`config.mk`:
```
export PLATFORM = sky130hd
export DESIGN_NAME = char_lcd_nibble_writer
export DESIGN_NICKNAME = d
export VERILOG_FILES = /design/src/sv/clnw_pkg.sv /design/src/sv/char_lcd_nibble_writer.sv /design/src/sv/clnw_front.sv /design/src/sv/clnw_job_fifo.sv /design/src/sv/clnw_back.sv
export SDC_FILE = /design/constraint.sdc
export NUM_CORES = 1
export LEC_CHECK = 0
export BUFFER_PORTS_ARGS = -buffer_cell sky130_fd_sc_hd__buf_2
export CORE_MARGIN = 2
export CORE_UTILIZATION = 62
export CTS_BUF_LIST = sky130_fd_sc_hd__clkbuf_4
export CTS_CLUSTER_SIZE = 24
export DETAILED_ROUTE_END_ITERATION = 8
export PLACE_DENSITY = 0.92
export SLEW_MARGIN = 20
export SYNTH_ARGS = -nofsm -noshare
export SYNTH_HDL_FRONTEND = slang
export SYNTH_SLANG_ARGS = --single-unit
```
`constraint.sdc`:
```
create_clock -name i_clk -period 3.73 [get_ports i_clk]
set_clock_uncertainty 0.2 [all_clocks]
set_input_delay 0.5595 -clock i_clk [delete_from_list [all_inputs] [get_ports i_clk]]
set_output_delay 0.5595 -clock i_clk [all_outputs]
set_load 0.01 [all_outputs]
```
`src/sv/clnw_pkg.sv`:
```
`timescale 1ns / 1ps
// Shared types, codes and constant tables for the character LCD nibble writer.
// No dependencies; imported by the top level, front end, job queue, back end and testbench.
package clnw_pkg;

    // Input opcodes
    localparam logic [1:0] OP_INIT = 2'd0;
    localparam logic [1:0] OP_CHAR = 2'd1;
    localparam logic [1:0] OP_CMD  = 2'd2;
    localparam logic [1:0] OP_NONE = 2'd3;

    localparam logic [7:0] LINE_TWO_CMD     = 8'hC0;
    localparam logic [7:0] NEWLINE_CODE     = 8'h0A;
    localparam logic [7:0] COUNT_MAX        = 8'hFF;
    localparam logic [5:0] LINE_LENGTH_INIT = 6'd16;

    localparam int JOB_FIFO_DEPTH = 4;

    // Strobe sequencer step counter
    localparam int         STEP_W    = 4;
    localparam logic [3:0] INIT_LAST = 4'd13;
    localparam logic [3:0] BYTE_LAST = 4'd1;
    localparam logic [3:0] WRAP_LAST = 4'd3;

    typedef enum logic [1:0] {
        JOB_INIT = 2'd0,
        JOB_BYTE = 2'd1,
        JOB_WRAP = 2'd2
    } t_job_kind;

    // One queued job: what the back end has to strobe out
    typedef struct packed {
        t_job_kind  kind;
        logic       rs;
        logic [7:0] value;
    } t_job;

    typedef struct packed {
        logic [3:0] nibble;
        logic [2:0] wait_ms;
    } t_init_strobe;

    // Wake nibbles, then 0x28, 0x08, 0x01, 0x06, 0x0F as high/low pairs
    function automatic t_init_strobe init_strobe(input logic [STEP_W-1:0] step);
        t_init_strobe s;
        case (step)
            4'd0:    s = '{nibble: 4'h3, wait_ms: 3'd5};
            4'd1:    s = '{nibble: 4'h3, wait_ms: 3'd1};
            4'd2:    s = '{nibble: 4'h3, wait_ms: 3'd0};
            4'd3:    s = '{nibble: 4'h2, wait_ms: 3'd3};
            4'd4:    s = '{nibble: 4'h2, wait_ms: 3'd0};
            4'd5:    s = '{nibble: 4'h8, wait_ms: 3'd0};
            4'd6:    s = '{nibble: 4'h0, wait_ms: 3'd0};
            4'd7:    s = '{nibble: 4'h8, wait_ms: 3'd0};
            4'd8:    s = '{nibble: 4'h0, wait_ms: 3'd0};
            4'd9:    s = '{nibble: 4'h1, wait_ms: 3'd0};
            4'd10:   s = '{nibble: 4'h0, wait_ms: 3'd0};
            4'd11:   s = '{nibble: 4'h6, wait_ms: 3'd0};
            4'd12:   s = '{nibble: 4'h0, wait_ms: 3'd0};
            4'd13:   s = '{nibble: 4'hF, wait_ms: 3'd0};
            default: s = '{nibble: 4'h0, wait_ms: 3'd0};
        endcase
        return s;
    endfunction

endpackage

```
`src/sv/char_lcd_nibble_writer.sv`:
```
`timescale 1ns / 1ps
// Top level of the character LCD nibble writer (4-bit bus strobe generator).
// Depends on clnw_pkg, clnw_front, clnw_job_fifo and clnw_back.
//
// Usage:
//   Input channel (push/full): one item per transfer, opcode 0 runs the
//   display init (14 strobes), opcode 1 prints a character (2 strobes, or
//   4 when it wraps to line two), opcode 2 sends a raw command byte
//   (2 strobes). Opcode 3 is dropped with no strobes.
//   Result channel (empty/pop): one enable strobe per transfer, carrying
//   register select, nibble, post-strobe wait in ms, and a last flag on
//   the final strobe of each item.
//   Config channel (cfg valid/ready): writes the line length; ready is
//   always high. Write it only while the block is idle.
// Entry: an item is written into the job queue at its transfer edge, and
//   its first strobe is loaded from there into the output register when
//   the sequencer is free.
// Throughput: one strobe per cycle while the receiver pops, set by the
//   single strobe sequencer; an item uses 2, 4 or 14 strobes. The front end
//   takes an item every cycle until the queue (FIFO_DEPTH entries) fills.
// Reset: clears the queue, the sequencer, the column count, and restores
//   a line length of 16. When the receiver stalls, the strobe holds on the
//   outputs, the sequencer waits, and the queue backs up into full.
module char_lcd_nibble_writer #(
    parameter int FIFO_DEPTH = clnw_pkg::JOB_FIFO_DEPTH
) (
    input  logic       i_clk,
    input  logic       i_rst_n,
    input  logic       i_cfg_valid,
    output logic       o_cfg_ready,
    input  logic [5:0] i_cfg_line_length,
    input  logic       i_push,
    output logic       o_full,
    input  logic [1:0] i_opcode,
    input  logic [7:0] i_value,
    input  logic       i_string_start,
    output logic       o_empty,
    input  logic       i_pop,
    output logic       o_register_select,
    output logic [3:0] o_nibble,
    output logic [2:0] o_wait_ms,
    output logic       o_last
);
    import clnw_pkg::*;

    logic accept;
    logic job_valid;
    t_job front_job;
    logic q_empty;
    t_job q_job;
    logic job_done;

    // Transfer in whenever the queue has room
    assign accept = i_push && !o_full;

    clnw_front u_front (
        .i_clk             (i_clk),
        .i_rst_n           (i_rst_n),
        .i_cfg_valid       (i_cfg_valid),
        .o_cfg_ready       (o_cfg_ready),
        .i_cfg_line_length (i_cfg_line_length),
        .i_accept          (accept),
        .i_opcode          (i_opcode),
        .i_value           (i_value),
        .i_string_start    (i_string_start),
        .o_job_valid       (job_valid),
        .o_job             (front_job)
    );

    // Hold classified jobs until the sequencer drains them
    clnw_job_fifo #(
        .DEPTH (FIFO_DEPTH)
    ) u_fifo (
        .i_clk   (i_clk),
        .i_rst_n (i_rst_n),
        .i_wr    (accept && job_valid),
        .i_job   (front_job),
        .o_full  (o_full),
        .i_rd    (job_done),
        .o_empty (q_empty),
        .o_job   (q_job)
    );

    clnw_back u_back (
        .i_clk             (i_clk),
        .i_rst_n           (i_rst_n),
        .i_job_empty       (q_empty),
        .i_job             (q_job),
        .o_job_done        (job_done),
        .i_pop             (i_pop),
        .o_empty           (o_empty),
        .o_register_select (o_register_select),
        .o_nibble          (o_nibble),
        .o_wait_ms         (o_wait_ms),
        .o_last            (o_last)
    );

endmodule

```
`src/sv/clnw_front.sv`:
```
`timescale 1ns / 1ps
// Front end: line length register, column counter and job classification.
// Depends on clnw_pkg.
module clnw_front (
    input  logic             i_clk,
    input  logic             i_rst_n,
    input  logic             i_cfg_valid,
    output logic             o_cfg_ready,
    input  logic [5:0]       i_cfg_line_length,
    input  logic             i_accept,
    input  logic [1:0]       i_opcode,
    input  logic [7:0]       i_value,
    input  logic             i_string_start,
    output logic             o_job_valid,
    output clnw_pkg::t_job   o_job
);
    import clnw_pkg::*;

    logic [5:0] r_line_length;
    logic [7:0] r_count;
    logic [7:0] n_count;
    logic [7:0] base_count;
    logic [7:0] adv_count;
    logic [7:0] wrap_at;
    logic       is_newline;
    logic       wrap;

    assign o_cfg_ready = 1'b1;

    assign is_newline = (i_value == NEWLINE_CODE);
    assign base_count = i_string_start ? 8'd0 : r_count;
    assign adv_count  = (base_count == COUNT_MAX) ? base_count : base_count + 8'd1;
    assign wrap_at    = {2'b00, r_line_length} + 8'd1;
    assign wrap       = !is_newline && (adv_count == wrap_at);

    always_comb begin
        n_count = r_count;
        if (i_accept && i_opcode == OP_CHAR) begin
            if (wrap && adv_count != COUNT_MAX) begin
                n_count = adv_count + 8'd1;
            end else begin
                n_count = adv_count;
            end
        end
    end

    always_comb begin
        o_job_valid = 1'b1;
        o_job       = '{kind: JOB_BYTE, rs: 1'b0, value: i_value};
        case (i_opcode)
            OP_INIT: begin
                o_job.kind = JOB_INIT;
            end
            OP_CMD: begin
                o_job.kind = JOB_BYTE;
            end
            OP_CHAR: begin
                if (is_newline) begin
                    o_job.value = LINE_TWO_CMD;
                end else if (wrap) begin
                    o_job.kind = JOB_WRAP;
                    o_job.rs   = 1'b1;
                end else begin
                    o_job.rs = 1'b1;
                end
            end
            default: begin
                o_job_valid = 1'b0;
            end
        endcase
    end

    always_ff @(posedge i_clk) begin
        if (!i_rst_n) begin
            r_line_length <= LINE_LENGTH_INIT;
            r_count       <= 8'd0;
        end else begin
            r_count <= n_count;
            if (i_cfg_valid) begin
                r_line_length <= i_cfg_line_length;
            end
        end
    end

endmodule

```
`src/sv/clnw_job_fifo.sv`:
```
`timescale 1ns / 1ps
// Short job queue between the front end and the strobe sequencer.
// Depends on clnw_pkg.
module clnw_job_fifo #(
    parameter int DEPTH = clnw_pkg::JOB_FIFO_DEPTH
) (
    input  logic             i_clk,
    input  logic             i_rst_n,
    input  logic             i_wr,
    input  clnw_pkg::t_job   i_job,
    output logic             o_full,
    input  logic             i_rd,
    output logic             o_empty,
    output clnw_pkg::t_job   o_job
);
    import clnw_pkg::*;

    localparam int AW = (DEPTH > 1) ? $clog2(DEPTH) : 1;
    localparam int CW = $clog2(DEPTH + 1);

    t_job          r_mem [DEPTH];
    logic [AW-1:0] r_wr_ptr;
    logic [AW-1:0] r_rd_ptr;
    logic [CW-1:0] r_count;
    logic          wr_en;
    logic          rd_en;

    assign o_full  = (r_count == CW'(DEPTH));
    assign o_empty = (r_count == '0);
    assign wr_en   = i_wr && !o_full;
    assign rd_en   = i_rd && !o_empty;
    assign o_job   = r_mem[r_rd_ptr];

    always_ff @(posedge i_clk) begin
        if (wr_en) begin
            r_mem[r_wr_ptr] <= i_job;
        end
    end

    always_ff @(posedge i_clk) begin
        if (!i_rst_n) begin
            r_wr_ptr <= '0;
            r_rd_ptr <= '0;
            r_count  <= '0;
        end else begin
            if (wr_en) begin
                r_wr_ptr <= (r_wr_ptr == AW'(DEPTH - 1)) ? '0 : r_wr_ptr + 1'b1;
            end
            if (rd_en) begin
                r_rd_ptr <= (r_rd_ptr == AW'(DEPTH - 1)) ? '0 : r_rd_ptr + 1'b1;
            end
            if (wr_en && !rd_en) begin
                r_count <= r_count + 1'b1;
            end else if (rd_en && !wr_en) begin
                r_count <= r_count - 1'b1;
            end
        end
    end

endmodule

```
`src/sv/clnw_back.sv`:
```
`timescale 1ns / 1ps
// Back end: steps through the strobes of the head job into the output register.
// Depends on clnw_pkg.
module clnw_back (
    input  logic             i_clk,
    input  logic             i_rst_n,
    input  logic             i_job_empty,
    input  clnw_pkg::t_job   i_job,
    output logic             o_job_done,
    input  logic             i_pop,
    output logic             o_empty,
    output logic             o_register_select,
    output logic [3:0]       o_nibble,
    output logic [2:0]       o_wait_ms,
    output logic             o_last
);
    import clnw_pkg::*;

    logic [STEP_W-1:0] r_step;
    logic              r_out_valid;
    logic              r_rs;
    logic [3:0]        r_nib;
    logic [2:0]        r_wait;
    logic              r_last;

    logic              advance;
    logic              fire;
    logic [STEP_W-1:0] last_step;
    logic              step_last;
    logic              s_rs;
    logic [3:0]        s_nib;
    logic [2:0]        s_wait;
    t_init_strobe      init_s;

    assign advance    = !r_out_valid || i_pop;
    assign fire       = advance && !i_job_empty;
    assign step_last  = (r_step == last_step);
    assign o_job_done = fire && step_last;
    assign init_s     = init_strobe(r_step);

    always_comb begin
        last_step = BYTE_LAST;
        s_rs      = i_job.rs;
        s_wait    = 3'd0;
        s_nib     = r_step[0] ? i_job.value[3:0] : i_job.value[7:4];
        case (i_job.kind)
            JOB_INIT: begin
                last_step = INIT_LAST;
                s_rs      = 1'b0;
                s_nib     = init_s.nibble;
                s_wait    = init_s.wait_ms;
            end
            JOB_BYTE: begin
                last_step = BYTE_LAST;
            end
            JOB_WRAP: begin
                last_step = WRAP_LAST;
                // line-two command first, then the character
                if (!r_step[1]) begin
                    s_rs  = 1'b0;
                    s_nib = r_step[0] ? LINE_TWO_CMD[3:0] : LINE_TWO_CMD[7:4];
                end
            end
            default: begin
                last_step = BYTE_LAST;
            end
        endcase
    end

    always_ff @(posedge i_clk) begin
        if (fire) begin
            r_rs   <= s_rs;
            r_nib  <= s_nib;
            r_wait <= s_wait;
            r_last <= step_last;
        end
    end

    always_ff @(posedge i_clk) begin
        if (!i_rst_n) begin
            r_step      <= '0;
            r_out_valid <= 1'b0;
        end else begin
            if (fire) begin
                r_out_valid <= 1'b1;
                r_step      <= step_last ? '0 : r_step + 1'b1;
            end else if (i_pop) begin
                r_out_valid <= 1'b0;
            end
        end
    end

    assign o_empty           = !r_out_valid;
    assign o_register_select = r_rs;
    assign o_nibble          = r_nib;
    assign o_wait_ms         = r_wait;
    assign o_last            = r_last;

endmodule

```
==> results.cfg, run 1 <==
[outcome]
status = finished, final reports clean

[synth]
async_flop_share_pct = 0
yosysMostFrequentCell = edfxtp_1
synth_common_cells = edfxtp_1 (53), dfxtp_1 (35), nand2_1 (23)
synth_top_cell_area_share_pct = 38.0
synth_cell_types = 54
syn-cell-area_mm2 = 0.00419
yosysWarnings = 0
synth-edff-count = 53
ys_seq_area_share_pct = 54.8
synth_nets = 388
avgSynthCellArea_um2 = 11.8
synth_seq_cells = 88
yosys_most_used_dff = edfxtp_1
synth.largest_area_cell = edfxtp_1
synth.area.top_cells = edfxtp_1 (38%), dfxtp_1 (17%), mux4_2 (5.9%)
synth_cells = 355

[pwr]
peakVddDrop_mv = 0.204
power_mw = 2.46
pwr_density_cell_mw_per_mm2 = 546
p_leak_nw = 1.60

[global_route]
antenna_found_initial = 0
track_usage_pct = 23.0
grt_max_degree = 27
grt_pass1_vias = 2756
gr-total-overflow = 0
grt_pass1_wl_um = 12900

[route]
final_antenna_net_count = 0
drtPass1Iterations = 4
vias_per_cell = 6.08
wl_met2_um = 4190
drt_wl_total_um = 8090
top_layer = met4
dr_total_vias = 2829
drc = 0
initialDrtViolationCount = 181
m1WireLength_um = 3270
wire_per_inst_um = 17.4
wl_met3_um = 445

[floorplanning]
rows = 29
core_mm2 = 0.00642
io_pins = 34
initial_utilization_pct = 65.2
fp.dieH_um = 86.2
die_w_um = 86.2
dieArea_mm2 = 0.00742

[finish]
syn_to_final_growth_pct = 7.83
antenna_cells = 0
nets = 416
layoutNonFillerInstCount = 465
layout-drive-gt1-share_pct = 18.8

[min_path]
whs_path_depth = 3
hold_start = i_cfg_line_length[4]
min_path_type = primary input to register
whs_endpoint = u_front.r_line_length[4]$_SDFFE_PN1P_

[critical_path]
r2r_slack_ns = 0.35
worstSetupPathType = register to register
slowest_delay_ns = 0.53
worst_ep_required_time_ns = 3.91
startpoint_type = register
r2r-end = u_front.r_count[6]$_SDFFE_PN0P_
crit_arrival_ns = 3.56
cp-end-kind = register
crit_fanout = 8
crit_path_top_delay_cell = or4_1
r2r_start = u_front.r_count[0]$_SDFFE_PN0P_
reg2reg_depth = 10
path_cells = nor2b_1 > ha_1 > nand4_1 > o2111ai_1 > xor2_1 > xnor2_1 > nand3_1 > or2_1 > or4_1 > a31oi_1

[sta]
worst_pin_slew_ns = 0.652
rsz0062_at_grt = false
fin_setup_tns_ns = 0
slew_headroom_pct = 56.5
setup_violations = 0
drv_slew = 0
hold_viol = 0
clock.fmax_ghz = 0.296
period_share_pct = 90.7
fin_crit_ns = 3.38

[clock_network]
cts-root-buf = clkbuf_4
cts_buffers = 9
htreeDepth = 3
ctsHoldBuffers = 0
clk_path_buf_depth = 2
cts-resized-gates = 0
clk_pin_slew_worst_paths_ns = 0.16
clk_latency_ns = 0.44
postCtsSetupBuffers = 0
tritoncts_num_sinks = 88
cts_tree = done

[place]
dpl.cell_count = 449
dp_hpwl_um = 5560
io_buffer_count = 32
place.gp.congestion = 0.895

[flow_run]
maxCapViolCount = 0
[worst max-delay path by stage]
| stage | from | endpoint | slack [ns] | depth (start not counted) |
|---|---|---|---|---|
| after floorplan | i_string_start | u_front.r_count[6]$_SDFFE_PN0P_ | 0.37 | 12 |
| after global placement | i_string_start | u_front.r_count[6]$_SDFFE_PN0P_ | 0.30 | 11 |
| after detailed placement | i_string_start | u_front.r_count[6]$_SDFFE_PN0P_ | 0.16 | 11 |
| after CTS | u_front.r_count[0]$_SDFFE_PN0P_ | u_front.r_count[6]$_SDFFE_PN0P_ | 0.38 | 10 |
| after global routing | u_front.r_count[0]$_SDFFE_PN0P_ | u_front.r_count[6]$_SDFFE_PN0P_ | 0.1 | 10 |
| final | u_front.r_count[0]$_SDFFE_PN0P_ | u_front.r_count[6]$_SDFFE_PN0P_ | 0.35 | 10 |
[through the flow]
step	utilization, %	worst slack, ns	hold WS [ns]	area [um2]
global placement	68.3	0.296	0.283	4390
detailed placement	68.3	0.156	0.299	4390
global route	70.3	0.0990	0.123	4510
CTS	70.3	0.379	0.0993	4510
finish	70.3	0.347	0.128	4510
floorplan	-	0.369	0.267	4190
[state kept, by name (all words and copies together), names as in the netlist, named ones only]
name                      count
u_fifo.r_wr_ptr               2
u_back.init_s                 7
u_back.o_register_select      1
u_back.r_out_valid            1
u_fifo.r_rd_ptr               2
u_back.o_last                 1
u_back.o_wait_ms              3
u_front.r_count               8
u_back.r_step                 4
u_fifo.r_count                3
u_fifo.r_mem                 44
u_front.r_line_length         6
u_back.o_nibble               4
[routing by layer]
layer  GRT usage (%)  up-vias
met1            27.3     1349
met3            4.72       21
met5               0        -
met4            9.81        0
met2            40.4      118
li1                -     1341
[final cells by class]
type                            count  area, um2
Clock inverter                      7       60.1
Multi-Input combinational cell    238       1770
Sequential cell                    88       2290
Timing Repair Buffer               37        198
Clock buffer                        9       67.6
Inverter                            9       33.8
Tap cell                           77       96.3
Fill cell                         440       1910
[power breakdown]
group | leakage (nW) | internal, mW | total (mW) | switching (mW)
sequential | 0.777 | 1.21 | 1.31 | 0.0929
combinational | 0.760 | 0.283 | 0.652 | 0.369
clock | 0.0668 | 0.150 | 0.505 | 0.355
[cell families (layout without fill, tap and decap cells)]
family / after synthesis / in the layout / share of synthesized area, %
buffers and inverters: 29 / 62 / 3.05
adder cells (fa/ha/maj): 11 / 11 / 3.47
multiplexers: 28 / 28 / 10.1
AND/OR/NAND/NOR: 125 / 125 / 16.4
flip-flops: 88 / 88 / 54.8
XOR/XNOR: 22 / 22 / 4.60
other: 1 / 1 / 0.0896
AO/OA/AOI/OAI: 51 / 51 / 7.59
[layout by cell type, fill, tap and decap left out, types with 11 or more instances in the layout]
cell type | synthesis | routed
edfxtp_1 | 53 | 53
dfxtp_1 | 35 | 35
buf_2 | 2 | 32
nand2_1 | 23 | 23
nor2_1 | 20 | 20
nor2b_1 | 15 | 15
o21ai_0 | 15 | 15
a21oi_1 | 14 | 14
mux2i_1 | 14 | 14
xnor2_1 | 13 | 13
mux4_2 | 11 | 11
and2_1 | 11 | 11
[critical path: cells and delay by family (launching register included)]
family,cells,cell delay [ns]
AND/OR/NAND/NOR,5,1.50
flip-flops,1,0.46
AO/OA/AOI/OAI,2,0.45
XOR/XNOR,2,0.39
adder cells (fa/ha/maj),1,0.33
(Power assumes the default switching activity.)
==> run 2: changes to the inputs <==
--- a/config.mk
+++ b/config.mk
@@ -5,6 +5,7 @@
 export SDC_FILE = /design/constraint.sdc
 export NUM_CORES = 1
 export LEC_CHECK = 0
+export ABC_AREA = 1
 export BUFFER_PORTS_ARGS = -buffer_cell sky130_fd_sc_hd__buf_2
 export CORE_MARGIN = 2
 export CORE_UTILIZATION = 62
==> results.cfg, run 2 <==
[outcome]
status = finished, final reports clean

[critical_path]
crit_arrival_ns = 3.02
r2r_slack_ns = 0.84
worst_ep_required_time_ns = 3.86
slowest_delay_ns = 0.42
path_cells = buf_4 > inv_1 > nand3_1 > nand2_1 > nand2_2 > inv_2 > nand3_1 > nand2_2 > nand4_4 > ha_1 > inv_1 > fa_1 > o21ai_0 > a21oi_1
crit_buf_inv = 4
worstSetupPathType = register to register
crit_path_top_delay_cell = fa_1
cp-end-kind = register
startpoint_type = register
crit_family = simple AND/OR/NAND/NOR gates
crit_fanout = 12

[clock_network]
clk_pin_slew_worst_paths_ns = 0.14
tritoncts_num_sinks = 88
postCtsSetupBuffers = 0
cts_tree = done
cts_buffers = 9
clk_path_buf_depth = 2
cts-root-buf = clkbuf_4
ctsHoldBuffers = 0
htreeDepth = 3
clk_latency_ns = 0.43
cts-resized-gates = 0

[global_route]
track_usage_pct = 25.1
grt_pass1_wl_um = 15200
gr-total-overflow = 0
grt_max_degree = 23
grt_pass1_vias = 3363
antenna_found_initial = 0

[synth]
yosysWarnings = 0
synth_nets = 559
synth-simple-area-share_pct = 24.9
synth_top_family_by_area = simple AND/OR/NAND/NOR gates
synthAdderAreaFrac_pct = 3.25
avgSynthCellArea_um2 = 8.49
synth_seq_cells = 88
synth_xor_area_share_pct = 2.16
yosys_most_used_dff = edfxtp_1
synth_cells = 526
synth_common_cells = nand2_1 (112), inv_1 (70), nor2_1 (62)
ys_seq_area_share_pct = 51.3
synth.area.top_cells = edfxtp_1 (36%), dfxtp_1 (16%), nand2_1 (9.4%)
async_flop_share_pct = 0
syn-cell-area_mm2 = 0.00447
synth_compound_area_share_pct = 9.97
synth_top_cell_area_share_pct = 35.6
yosysMostFrequentCell = nand2_1
synth.largest_area_cell = edfxtp_1
synth-edff-count = 53
synth.mux.area_fraction_pct = 0
synth_cell_types = 41

[place]
dp_hpwl_um = 6770
place.gp.congestion = 0.924
io_buffer_count = 32
postPlaceCellArea_mm2 = 0.00470

[min_path]
min_path_type = primary input to register
hold_start = i_cfg_line_length[1]

[route]
drtPass1Iterations = 5
initialDrtViolationCount = 230
drt_wl_total_um = 9110
vias_per_cell = 5.41
drc = 0
wire_per_inst_um = 13.8
final_antenna_net_count = 0
dr_total_vias = 3568

[finish]
mostFrequentLayoutCell = nand2_1
syn_to_final_growth_pct = 8.46
most-common-layout-cells = nand2_1 (112), inv_1 (70), nor2_1 (62)
regMostFlops = u_fifo.r_mem
layout.area.seq_mm2 = 0.00229
multi_input_area_mm2 = 0.00180
final_area_mm2 = 0.00485
largest_register_ffs = 44
antenna_cells = 0
fillers = 526
layout-drive-gt1-share_pct = 14.4
nets = 592

[floorplanning]
io_pins = 34
fp.dieH_um = 88.9
rows = 30
dieArea_mm2 = 0.00790
die_w_um = 88.9
initial_utilization_pct = 65.0
core_mm2 = 0.00687

[pwr]
peakVddDrop_mv = 0.198
p_leak_nw = 2.16
pwr_density_cell_mw_per_mm2 = 492

[sta]
fin_crit_ns = 2.89
period_share_pct = 77.4
fin_setup_tns_ns = 0
drv_slew = 0
clock.fmax_ghz = 0.346
rsz0062_at_grt = false
worst_pin_slew_ns = 0.642
setup_violations = 0
hold_viol = 0
slew_headroom_pct = 57.0

[flow_run]
maxCapViolCount = 0
-- run 2: changes by cell type in the layout (fill, tap and decap cells not counted), moves of 8 or more --
cell      change
nand2b_1      -8
and2_1       -11
mux4_2       -11
o21ai_0      +24
nand3_1      +29
mux2i_1      -14
xnor2_1      -10
nor2b_1      -15
nor3_1        -8
nor2_1       +42
inv_1        +61
nand2_2       +8
nand2_1      +89
-- run 2: logic make-up (layout without fill, tap and decap cells) --
kind of cell / after synthesis / count (layout)
DFF: 88 / 88
buffers and inverters: 91 / 129
xor gates and xnor gates: 11 / 11
AOI/OAI and AO/OA: 79 / 79
adders and majority gates: 11 / 11
and+or+nand+nor: 245 / 245
other: 1 / 1
-- run 2: metrics by stage --
step | hold WS (ns) | util, % | power, mW | instances | setup WS [ns]
after CTS | 0.126 | 70.5 | 2.40 | 660 | 0.835
after floorplan | 0.263 | - | 1.68 | 526 | 0.937
final | 0.146 | 70.5 | 2.39 | 660 | 0.843
after global placement | 0.279 | 68.5 | 1.83 | 644 | 0.625
after detailed placement | 0.294 | 68.5 | 1.86 | 644 | 0.504
after global routing | 0.134 | 70.5 | 2.52 | 660 | 0.604
-- run 2: worst reg2reg max path, delay by kind of cell, from the launching register on --
kind | cells | cell delay (ns)
flops | 1 | 0.32
simple gates | 6 | 0.72
compound gates | 2 | 0.22
buf+inv | 4 | 0.68
fa+ha+maj | 2 | 0.66
-- run 2: worst paths after layout --
| kind | endpoint | cells after the start |
|---|---|---|
| worst max-delay path | u_fifo.r_count[1]$_SDFFE_PN0P_ | 14 |
| worst min-delay path | u_front.r_line_length[1]$_SDFFE_PN0P_ | 3 |
| worst max register to register | u_fifo.r_count[1]$_SDFFE_PN0P_ | 14 |
| worst min register to register | u_front.r_line_length[3]$_SDFFE_PN0P_ | 2 |
-- run 2: routing by layer --
metal  wire [um]  part of all wire [%]  vias to the layer above  track usage, %
li1            -                     -                     1794               -
met1        3720                    41                     1636            30.7
met2        4710                    52                      117            45.2
met3         472                   5.2                       21            3.97
met4         204                   2.2                        0            8.68
met5           0                     0                        -               0
-- run 2: final cells by class --
cell class                      count  share of cell area, %
Clock buffer                        9                   1.39
Clock inverter                      7                   1.58
Inverter                           75                   5.81
Multi-Input combinational cell    347                   37.2
Sequential cell                    88                   47.3
Tap cell                           96                   2.48
Timing Repair Buffer               38                   4.23
-- run 2: where the power goes --
| group | total, mW | leakage, nW | internal, mW | switching, mW |
|---|---|---|---|---|
| Combinational | 0.586 | 1.30 | 0.194 | 0.393 |
| Clock | 0.541 | 0.0812 | 0.211 | 0.330 |
| Sequential | 1.26 | 0.780 | 1.19 | 0.0679 |
| Total | 2.39 | 2.16 | 1.60 | 0.791 |
==> run 3: changes to the inputs <==
--- a/config.mk
+++ b/config.mk
@@ -5,14 +5,14 @@
 export SDC_FILE = /design/constraint.sdc
 export NUM_CORES = 1
 export LEC_CHECK = 0
-export ABC_AREA = 1
+export ABC_AREA = 0
 export BUFFER_PORTS_ARGS = -buffer_cell sky130_fd_sc_hd__buf_2
 export CORE_MARGIN = 2
-export CORE_UTILIZATION = 62
+export CORE_UTILIZATION = 56
 export CTS_BUF_LIST = sky130_fd_sc_hd__clkbuf_4
 export CTS_CLUSTER_SIZE = 24
 export DETAILED_ROUTE_END_ITERATION = 8
-export PLACE_DENSITY = 0.92
+export PLACE_DENSITY = 0.88
 export SLEW_MARGIN = 20
 export SYNTH_ARGS = -nofsm -noshare
 export SYNTH_HDL_FRONTEND = slang
==> constraint.sdc (replaced) <==
create_clock -name i_clk -period 2.3 [get_ports i_clk]
set_clock_uncertainty 0.2 [all_clocks]
set_input_delay 0.345 -clock i_clk [delete_from_list [all_inputs] [get_ports i_clk]]
set_output_delay 0.345 -clock i_clk [all_outputs]
set_load 0.01 [all_outputs]
==> results.cfg, run 3 (synthesis results as in run 1) <==
[place]
place.gp.congestion = 0.897
postPlaceCellArea_mm2 = 0.00483
io_buffer_count = 32
dp_hpwl_um = 6380

[pwr]
pwr_density_cell_mw_per_mm2 = 835
peakVddDrop_mv = 0.643
power_mw = 4.51
p_leak_nw = 2.03

[critical_path]
worstSetupPathType = register to register
startpoint_type = register
cp-end-kind = register
crit_arrival_ns = 3.09
crit_fanout = 4
reg2reg_depth = 11
worst_ep_required_time_ns = 2.48

[floorplanning]
die_w_um = 90.5
io_pins = 34
fp.dieH_um = 90.5
initial_utilization_pct = 57.7
dieArea_mm2 = 0.00818
rows = 31
core_mm2 = 0.00725

[outcome]
status = finished with violations
failed_checks = setup timing

[clock_network]
cts_buffers = 9
cts_tree = done
cts-root-buf = clkbuf_4
clk_pin_slew_worst_paths_ns = 0.16
htreeDepth = 3
clk_path_buf_depth = 2
clk_latency_ns = 0.45
tritoncts_num_sinks = 88

[sta]
fin_hold_ws_ns = 0.00596
period_share_pct = 127
rsz0062_at_grt = true
setup_violations = 29
drv_slew = 0
layout_setup_ws_ns = -0.614
fin_crit_ns = 2.91
slew_headroom_pct = 58.5
hold_viol = 0
clock.fmax_ghz = 0.343
worst_pin_slew_ns = 0.619
fin_setup_tns_ns = -9.48

[finish]
layout-drive-gt1-share_pct = 40.6
syn_to_final_growth_pct = 29.1
largest_register_ffs = 44
mostFrequentLayoutCell = buf_4
most-common-layout-cells = buf_4 (60), edfxtp_1 (53), dfxtp_1 (32), buf_2 (32), nand2_1 (22)
nets = 486
antenna_cells = 0
regMostFlops = u_fifo.r_mem
final_area_mm2 = 0.00540

[flow_run]
maxCapViolCount = 0

[route]
dr_total_vias = 3236
vias_per_cell = 5.81
drtPass1Iterations = 5
wire_per_inst_um = 18.1
drc = 0
final_antenna_net_count = 0
initialDrtViolationCount = 260
drt_wl_total_um = 10100

[global_route]
track_usage_pct = 24.0
grt_pass1_wl_um = 15300
gr-total-overflow = 0
antenna_found_initial = 0
grt_max_degree = 27
grt_pass1_vias = 3211

[min_path]
min_path_type = primary input to register
whs_path_depth = 2
## run 3: path summary, 6_finish.rpt
| path | startpoint | to | slack (ns) |
|---|---|---|---|
| min reg2reg | u_fifo.r_rd_ptr[1]$_SDFFE_PN0P_ | register | 0.30 |
| max | register | u_fifo.r_count[2]$_SDFFE_PN0P_ | -0.61 |
| min | i_value[4] | u_fifo.r_mem[0][4]$_DFFE_PP_ | 0.006 |
| max reg2reg | register | u_fifo.r_count[2]$_SDFFE_PN0P_ | -0.61 |
## run 3: repair_timing
action	4_1_cts	5_1_grt
pin swaps	20	15
endpoints found under the hold margin	10	0
buffers inserted	14	5
hold buffers	7	0
setup endpoints to repair	30	75
cloned	0	0
resized for setup	37	27
## run 3: report_power, final
part,switching (mW),internal [mW]
Sequential,0.105,1.97
Combinational,0.791,0.719
Clock,0.568,0.361
Total,1.46,3.05
## run 3: worst max-delay path, stage by stage (launching register included)
cell      delay [ns]
dfxtp_4         0.41
mux4_2          0.56
mux2i_1         0.17
a21oi_2         0.22
nor2_2          0.07
inv_2           0.09
ha_4            0.14
inv_2           0.04
fa_2            0.33
xor2_1          0.16
or3_1           0.31
a21boi_1        0.15
## run 3: routing by layer
layer	track usage (%)	routed length [um]	up-vias
met5	0	0	-
met4	9.23	337	0
met3	3.42	597	36
met2	43.5	5380	144
met1	28.9	3760	1569
li1	-	-	1487
## run 3: layout make-up
cell class,count,area (um2)
repair buffers,107,771
clock buffers,10,75.1
well taps,99,124
inverters,9,33.8
flip-flops and latches,88,2300
clock inverters,6,75.1
multi-input cells,238,2020
fillers,435,1850
## run 3: metrics by stage
step                worst slack, ns  util, %  std cells
floorplan                    -0.590        -        355
global placement             -0.617     66.6        522
detailed placement           -0.674     66.6        522
CTS                          -0.584     72.8        555
global route                 -0.728     74.5        557
finish                       -0.614     74.5        557
